### src/hw/rtl/sps_pkg.sv
// ----------------------------------------------------------------------------
// sps_pkg
// shared types, codes and pattern tables of the stepper phase sequencer
// ----------------------------------------------------------------------------
package sps_pkg;

	localparam int SAMPLE_BITS      = 12;
	localparam int MAX_FOLLOW_STEPS = 63;
	localparam int STEP_BITS        = 6;
	localparam int DIST_SHIFT       = 5;
	localparam int REM_BITS         = SAMPLE_BITS + DIST_SHIFT;
	localparam int DIST_DIVISOR     = 1365;

	localparam logic [3:0] PATTERN_RELEASED = 4'hF;

	typedef enum logic [2:0] {
		CMD_NONE    = 3'd0,
		CMD_OFF     = 3'd1,
		CMD_TOGGLE  = 3'd2,
		CMD_REVERSE = 3'd3,
		CMD_FOLLOW  = 3'd4
	} cmd_t;

	typedef enum logic [1:0] {
		MODE_OFF    = 2'd0,
		MODE_CONT   = 2'd1,
		MODE_FOLLOW = 2'd2
	} mode_t;

	typedef enum logic [1:0] {
		ST_IDLE,
		ST_ACT,
		ST_DIR,
		ST_STEP
	} state_t;

	typedef struct packed {
		logic load;
		logic step;
	} dist_cmd_t;

	typedef struct packed {
		logic ge;
		logic neg;
	} dist_stat_t;

	localparam logic [3:0] HALF_FWD [8] = '{4'hC, 4'h4, 4'h6, 4'h2, 4'h3, 4'h1, 4'h9, 4'h8};
	localparam logic [3:0] HALF_REV [8] = '{4'h8, 4'h9, 4'h1, 4'h3, 4'h2, 4'h6, 4'h4, 4'hC};
	localparam logic [3:0] FULL_FWD [4] = '{4'hC, 4'h6, 4'h3, 4'h9};
	localparam logic [3:0] FULL_REV [4] = '{4'h9, 4'h3, 4'h6, 4'hC};

	function automatic logic [3:0] half_pattern(input logic fwd, input logic [2:0] idx);
		half_pattern = fwd ? HALF_FWD[idx] : HALF_REV[idx];
	endfunction

	function automatic logic [3:0] full_pattern(input logic fwd, input logic [1:0] idx);
		full_pattern = fwd ? FULL_FWD[idx] : FULL_REV[idx];
	endfunction

endpackage

### src/hw/rtl/sps_dist_unit.sv
// ----------------------------------------------------------------------------
// sps_dist_unit
// shared subtractor: forms the scaled distance, then counts it down by the
// step divisor one step per command
// ----------------------------------------------------------------------------
module sps_dist_unit (
	input  logic                                clk,
	input  sps_pkg::dist_cmd_t                  cmd,
	input  logic [sps_pkg::SAMPLE_BITS-1:0]     sample,
	input  logic [sps_pkg::SAMPLE_BITS-1:0]     old_pos,
	output sps_pkg::dist_stat_t                 stat
);

	logic [sps_pkg::REM_BITS-1:0] rem_q;
	logic                         neg_q;
	logic                         sample_ge;
	logic [sps_pkg::REM_BITS-1:0] op_a;
	logic [sps_pkg::REM_BITS-1:0] op_b;
	logic [sps_pkg::REM_BITS-1:0] diff;

	assign sample_ge = sample >= old_pos;

	// operand select for the one subtractor
	always_comb begin
		if (cmd.load) begin
			op_a = {{sps_pkg::DIST_SHIFT{1'b0}}, (sample_ge ? sample : old_pos)};
			op_b = {{sps_pkg::DIST_SHIFT{1'b0}}, (sample_ge ? old_pos : sample)};
		end else begin
			op_a = rem_q;
			op_b = sps_pkg::REM_BITS'(sps_pkg::DIST_DIVISOR);
		end
	end

	assign diff = op_a - op_b;

	always_ff @(posedge clk) begin
		if (cmd.load) begin
			rem_q <= {diff[sps_pkg::SAMPLE_BITS-1:0], {sps_pkg::DIST_SHIFT{1'b0}}};
			neg_q <= !sample_ge;
		end else if (cmd.step) begin
			rem_q <= diff;
		end
	end

	assign stat.ge  = rem_q >= sps_pkg::REM_BITS'(sps_pkg::DIST_DIVISOR);
	assign stat.neg = neg_q;

endmodule

### src/hw/rtl/stepper_phase_sequencer_core.sv
// ----------------------------------------------------------------------------
// stepper_phase_sequencer_core
// tick-driven stepper phase sequencer with off, continuous and follow modes
// ----------------------------------------------------------------------------
// off/continuous ticks: beat formed in ACT, registered once the output slot is free
// follow ticks: ACT loads the distance, DIR sets direction, then STEP gives one beat
//   a cycle while the output is not stalled, up to 64, as the shared unit counts down
// a new tick is taken only in IDLE, after the previous tick's last beat is issued
// reset: off mode, clockwise, phase index 0, old position 0, no beat pending
module stepper_phase_sequencer_core (
	input  logic                            clk,
	input  logic                            arst_n,
	input  logic                            tick_valid,
	output logic                            tick_ready,
	input  logic [2:0]                      command,
	input  logic [sps_pkg::SAMPLE_BITS-1:0] position_sample,
	output logic                            pattern_valid,
	input  logic                            pattern_ready,
	output logic [3:0]                      phase_pattern,
	output logic                            last
);

	sps_pkg::state_t                 state_q, state_nxt;
	sps_pkg::mode_t                  mode_q;
	logic                            fwd_q;
	logic [2:0]                      idx_q;
	logic [sps_pkg::SAMPLE_BITS-1:0] old_q;
	logic [sps_pkg::SAMPLE_BITS-1:0] sample_q;
	logic [sps_pkg::STEP_BITS-1:0]   count_q;
	logic                            out_valid_q;
	logic [3:0]                      pattern_q;
	logic                            last_q;

	sps_pkg::dist_cmd_t  dcmd;
	sps_pkg::dist_stat_t dstat;

	logic       accept;
	logic       slot_free;
	logic       emit;
	logic [3:0] emit_pattern;
	logic       emit_last;
	logic       more_steps;

	assign accept     = tick_valid && tick_ready;
	assign slot_free  = !out_valid_q || pattern_ready;
	assign more_steps = dstat.ge &&
		(count_q != sps_pkg::STEP_BITS'(sps_pkg::MAX_FOLLOW_STEPS));

	sps_dist_unit u_dist (
		.clk     (clk),
		.cmd     (dcmd),
		.sample  (sample_q),
		.old_pos (old_q),
		.stat    (dstat)
	);

	// next state
	always_comb begin
		state_nxt = state_q;
		unique case (state_q)
			sps_pkg::ST_IDLE: begin
				if (tick_valid) state_nxt = sps_pkg::ST_ACT;
			end
			sps_pkg::ST_ACT: begin
				if (mode_q == sps_pkg::MODE_FOLLOW) state_nxt = sps_pkg::ST_DIR;
				else if (slot_free) state_nxt = sps_pkg::ST_IDLE;
			end
			sps_pkg::ST_DIR: begin
				state_nxt = sps_pkg::ST_STEP;
			end
			sps_pkg::ST_STEP: begin
				if (slot_free && !more_steps) state_nxt = sps_pkg::ST_IDLE;
			end
			default: state_nxt = sps_pkg::ST_IDLE;
		endcase
	end

	// outputs
	always_comb begin
		tick_ready   = 1'b0;
		dcmd         = '0;
		emit         = 1'b0;
		emit_pattern = sps_pkg::PATTERN_RELEASED;
		emit_last    = 1'b1;
		unique case (state_q)
			sps_pkg::ST_IDLE: begin
				tick_ready = 1'b1;
			end
			sps_pkg::ST_ACT: begin
				if (mode_q == sps_pkg::MODE_FOLLOW) begin
					dcmd.load = 1'b1;
				end else begin
					emit = slot_free;
					if (mode_q == sps_pkg::MODE_CONT)
						emit_pattern = sps_pkg::full_pattern(fwd_q, idx_q[1:0] + 2'd1);
				end
			end
			sps_pkg::ST_DIR: begin
			end
			sps_pkg::ST_STEP: begin
				emit = slot_free;
				if (more_steps) begin
					dcmd.step    = slot_free;
					emit_pattern = sps_pkg::half_pattern(fwd_q, idx_q + 3'd1);
					emit_last    = 1'b0;
				end
			end
			default: begin
			end
		endcase
	end

	always_ff @(posedge clk or negedge arst_n) begin
		if (!arst_n) begin
			state_q     <= sps_pkg::ST_IDLE;
			mode_q      <= sps_pkg::MODE_OFF;
			fwd_q       <= 1'b1;
			idx_q       <= 3'd0;
			old_q       <= '0;
			count_q     <= '0;
			out_valid_q <= 1'b0;
		end else begin
			state_q <= state_nxt;
			if (accept) begin
				unique case (sps_pkg::cmd_t'(command))
					sps_pkg::CMD_OFF:     mode_q <= sps_pkg::MODE_OFF;
					sps_pkg::CMD_TOGGLE:  mode_q <= (mode_q == sps_pkg::MODE_CONT) ?
						sps_pkg::MODE_OFF : sps_pkg::MODE_CONT;
					sps_pkg::CMD_REVERSE: fwd_q <= !fwd_q;
					sps_pkg::CMD_FOLLOW: begin
						old_q  <= position_sample;
						mode_q <= sps_pkg::MODE_FOLLOW;
					end
					default: begin
					end
				endcase
			end
			if (state_q == sps_pkg::ST_ACT && emit && mode_q == sps_pkg::MODE_CONT)
				idx_q <= {1'b0, idx_q[1:0] + 2'd1};
			if (state_q == sps_pkg::ST_DIR) begin
				fwd_q   <= !(dstat.neg && dstat.ge);
				count_q <= '0;
			end
			if (state_q == sps_pkg::ST_STEP && emit) begin
				if (more_steps) begin
					idx_q   <= idx_q + 3'd1;
					count_q <= count_q + 1'b1;
				end else begin
					old_q <= sample_q;
				end
			end
			if (emit) out_valid_q <= 1'b1;
			else if (pattern_ready) out_valid_q <= 1'b0;
		end
	end

	always_ff @(posedge clk) begin
		if (accept) sample_q <= position_sample;
		if (emit) begin
			pattern_q <= emit_pattern;
			last_q    <= emit_last;
		end
	end

	assign pattern_valid = out_valid_q;
	assign phase_pattern = pattern_q;
	assign last          = last_q;

	a_step_only_when_due: assert property (@(posedge clk) disable iff (!arst_n)
		dcmd.step |-> dstat.ge)
		else $error("distance stepped below divisor");

	a_no_tick_mid_burst: assert property (@(posedge clk) disable iff (!arst_n)
		(out_valid_q && !last_q) |-> !tick_ready)
		else $error("tick taken before burst ended");

	a_dir_held_in_burst: assert property (@(posedge clk) disable iff (!arst_n)
		(state_q == sps_pkg::ST_STEP && $past(state_q) == sps_pkg::ST_STEP)
		|-> $stable(fwd_q))
		else $error("direction changed during burst");

endmodule

### config.mk
export PLATFORM = sky130hd
export DESIGN_NAME = stepper_phase_sequencer_core
export DESIGN_NICKNAME = d
export VERILOG_FILES = /design/src/hw/rtl/sps_pkg.sv /design/src/hw/rtl/sps_dist_unit.sv /design/src/hw/rtl/stepper_phase_sequencer_core.sv
export SDC_FILE = /design/constraint.sdc
export NUM_CORES = 1
export LEC_CHECK = 0
export ABC_CLOCK_PERIOD_IN_PS = 4100
export BUFFER_PORTS_ARGS = -buffer_cell sky130_fd_sc_hd__buf_2
export CAP_MARGIN = 20
export CORE_ASPECT_RATIO = 0.5
export CORE_UTILIZATION = 35
export CTS_CLUSTER_DIAMETER = 120
export DETAILED_ROUTE_END_ITERATION = 10
export PLACE_DENSITY = 0.6
export SLEW_MARGIN = 25
export SYNTH_ARGS = -nofsm -noshare
export SYNTH_HDL_FRONTEND = slang
export SYNTH_SLANG_ARGS = --single-unit
### constraint.sdc
create_clock -name clk -period 4.1 [get_ports clk]
set_input_delay 0.41 -clock clk [delete_from_list [all_inputs] [get_ports clk]]
set_output_delay 0.41 -clock clk [all_outputs]
set_load 0.01 [all_outputs]
==> reports/summary.txt <==
Post-synth top area share - 0.217
Final hold vios - 0
# hold bufs at CTS - 0
RSZ-0062 raised after global routing - true
Count of nets after finishing - 532
Starting Density - 0.368
Placed insts - 629
Site Rows - 27
Area of placed instances - 4570 sq um
Net Sw Power - 0.00164 W
Post-synth EDFFs - 30
Place WS - -0.110 ns
Worst-Skew Late Latency - 0.33 ns
Post-route design area - 4990 sq um
HPWL after detailed placement - 6.89 mm
Flop and latch count out of synthesis - 62
Critical Path RT - 4.18 ns
Cells after Synth - 442
Max_cap viols - 0
Arrival time worst endpoint - 4.06 ns
Tmin final - 3.98 ns
Clock Skew - 0.0112 ns
All-Layer GR Usage - 0.166
Gpl congestion - 0.815
Area of the core - 11300 sq um
Syn Area/Cell - 9.40 sq um
Setup crit start kind - flip-flop
DR vias - 3392
First-pass GRT wire length - 15.8 mm
Worst rel slew slack - 0.341
Synthesized cell area - 4160 sq um
Combinational power share - 0.514
Drt total wl - 9.50 mm
Largest net degree at the start of global routing - 39
Top cell type by total area after synthesis - edfxtp_1
Design Power - 0.00413 W
Die area - 12300 sq um
Switching Fraction - 0.397
Final Slew Violations - 0
Antenna Violating Nets Remaining - 0
Layout area overhead - 20.2%
Power per cell area - 826 nW/um^2
Share of synthesized registers carrying an async set or reset - 0.435
Status - finished, final reports clean
DRC violations left - 0
I/O Buffers - 25
Most used DFF post-synth - edfxtp_1
Peak VDD IR - 0.000239 V
Drt wl/cell - 14.7 microns
Post-Syn Nets - 490
Highest clock rate - 0.251 GHz
First-pass detailed-route iteration total - 4
Class of the worst hold path - in2async
CTS tree - built
Vias in the first global route - 3188
Synthesis Warnings - 0
Crit Path Category - reg2reg
Gr ovfl total - 0
Post-route insts no fill - 648
Pleak - 2.21 nW
I/O Pins - 26
Final Cycle Share - 0.970
Share of post-route cells with drive strength above 1 - 0.204
Clock transition at path regs - 0.06 ns
Tightest Pin Transition - 0.989 ns
Clock Tree Buf Depth - 2
Antenna Diode Count - 0
Fillers - 1092
Internal power - 0.00249 W
Via-to-Cell Ratio - 5.23
Die height - 79.0 microns
Total CTS buffers - 9
Clk pwr share - 0.204
Initial antenna violation count - 0
Synth top area cells - edfxtp_1, dfrtp_1, ha_1
CP max FO - 3
Die Span X - 156 microns
Final setup vio count - 0
Sequential-to-total area share from yosys stat - 0.404
CTS Root Cell - clkbuf_16
Synth cell types - 58
1st-iter DRT viols - 217
TNS Setup - 0 ns
H-tree depth - 3
Flop pwr share - 0.282
Nature of the critical path endpoint - flip-flop
Final WS setup - 0.122 ns
Clock Sinks - 62
==> area by class of cell <==
type,count,area [sq um],area share
multi-input combinational,338,2390,0.478
sequential,62,1680,0.336
timing repair buffer,51,320,0.0641
clock buffer,13,260,0.0521
tap,159,199,0.0398
inverter,22,82.6,0.0165
clock inverter,3,67.6,0.0135
==> critical path, cell delays in order, from the launching register on <==
cell,delay (ns)
edfxtp_1,0.40
inv_1,0.09
ha_1,0.22
nand2b_1,0.16
a21oi_2,0.18
o21ai_1,0.11
a31oi_1,0.20
o21ai_2,0.11
mux2_4,0.31
mux2i_2,0.15
ha_2,0.21
inv_2,0.04
fa_2,0.34
a211oi_2,0.25
o21ai_2,0.10
a311oi_2,0.26
nor2_2,0.10
o31ai_2,0.22
o21ai_1,0.09
a22o_1,0.19
==> power groups by stage <==
stage               Combinational, W  Clock [W]  Sequential, W
CTS                          0.00200   0.000859        0.00116
global route                 0.00238   0.000890        0.00120
global placement             0.00195          0        0.00116
finish                       0.00212   0.000843        0.00116
floorplan                    0.00149          0        0.00111
detailed placement           0.00197          0        0.00117
==> final timing paths <==
check                                       from                         end  slack [ns]  cells past startpoint
setup / recovery           sample_q[0]$_DFFE_PP_  u_dist.rem_q[14]$_DFFE_PP_        0.12                     19
hold / removal                            arst_n          idx_q[0]$_DFF_PN0_        0.11                      1
setup reg to reg           sample_q[0]$_DFFE_PP_  u_dist.rem_q[14]$_DFFE_PP_        0.12                     19
hold reg to reg             count_q[4]$_DFF_PN0_        count_q[4]$_DFF_PN0_        0.49                      1
max in group asynchronous                 arst_n          old_q[4]$_DFF_PN0_        3.55                      1
min in group clk              position_sample[9]       sample_q[9]$_DFFE_PP_        0.27                      1
==> state kept, by name (all words and copies together) (netlist names), named ones only <==
signal         count
pattern_valid      1
count_q            6
mode_q             2
u_dist.rem_q      17
sample_q          12
phase_pattern      4
last               1
fwd_q              1
idx_q              3
u_dist.neg_q       1
state_q            1
old_q             12
==> timing repair <==
| action | 4_1_cts | 5_1_grt |
|---|---|---|
| resized for setup | 4 | 20 |
| buffers inserted | 0 | 3 |
| pin swaps | 0 | 7 |
| hold endpoints to repair | 0 | 0 |
| setup endpoints to repair | 3 | 9 |
==> stage by stage <==
stage	hold slack, ns	utilization
finish	0.110	0.443
global placement	0.480	0.405
CTS	0.135	0.435
detailed placement	0.486	0.405
floorplan	0.114	-
global route	0.159	0.443
==> cell families (layout without fill, tap and decap cells) <==
group           after synthesis  in the layout  share of synthesized area
compound gates              126            126                      0.194
xor+xnor                     14             14                     0.0295
fa+ha+maj                    29             29                     0.0891
buf+inv                      42             89                     0.0410
flops                        62             62                      0.404
mux                          33             33                     0.0816
simple gates                136            136                      0.161
==> layout by cell type (no fill, tap or decap), types with 6 or more instances in the layout <==
cell type  netlist  layout
nand2_1         38      38
nor2_1          35      33
a21oi_1         32      31
o21ai_0         36      30
edfxtp_1        30      30
ha_1            28      26
dfrtp_1         26      26
buf_4            1      26
mux2i_1         26      25
buf_2            7      25
inv_1           21      19
a211oi_1        11      10
nand3_1         10      10
nand2b_1         9       9
clkbuf_16        0       9
nor2b_1          7       7
xor2_1           7       7
nor3_1           7       7
and2_1           7       7
mux2_2           7       6
xnor2_1          7       6
==> layer usage <==
layer / track usage / share of wire
met5: 0 / 0
met3: 0.0426 / 0.033
met4: 0.0529 / 0.014
met1: 0.224 / 0.51
met2: 0.259 / 0.44
==> Yosys cell counts (all sizes together), types with 7 or more instances <==
cell and count:
a211oi 11, a21oi 32, and2 7, buf 8, clkbuf 12, dfrtp 26, edfxtp 30, ha 28
inv 21, mux2 7, mux2i 26, nand2 39, nand2b 9, nand3 10, nor2 35, nor2b 7
nor3 7, o21ai 37, xnor2 7, xor2 7
(Power assumes the default switching activity.)
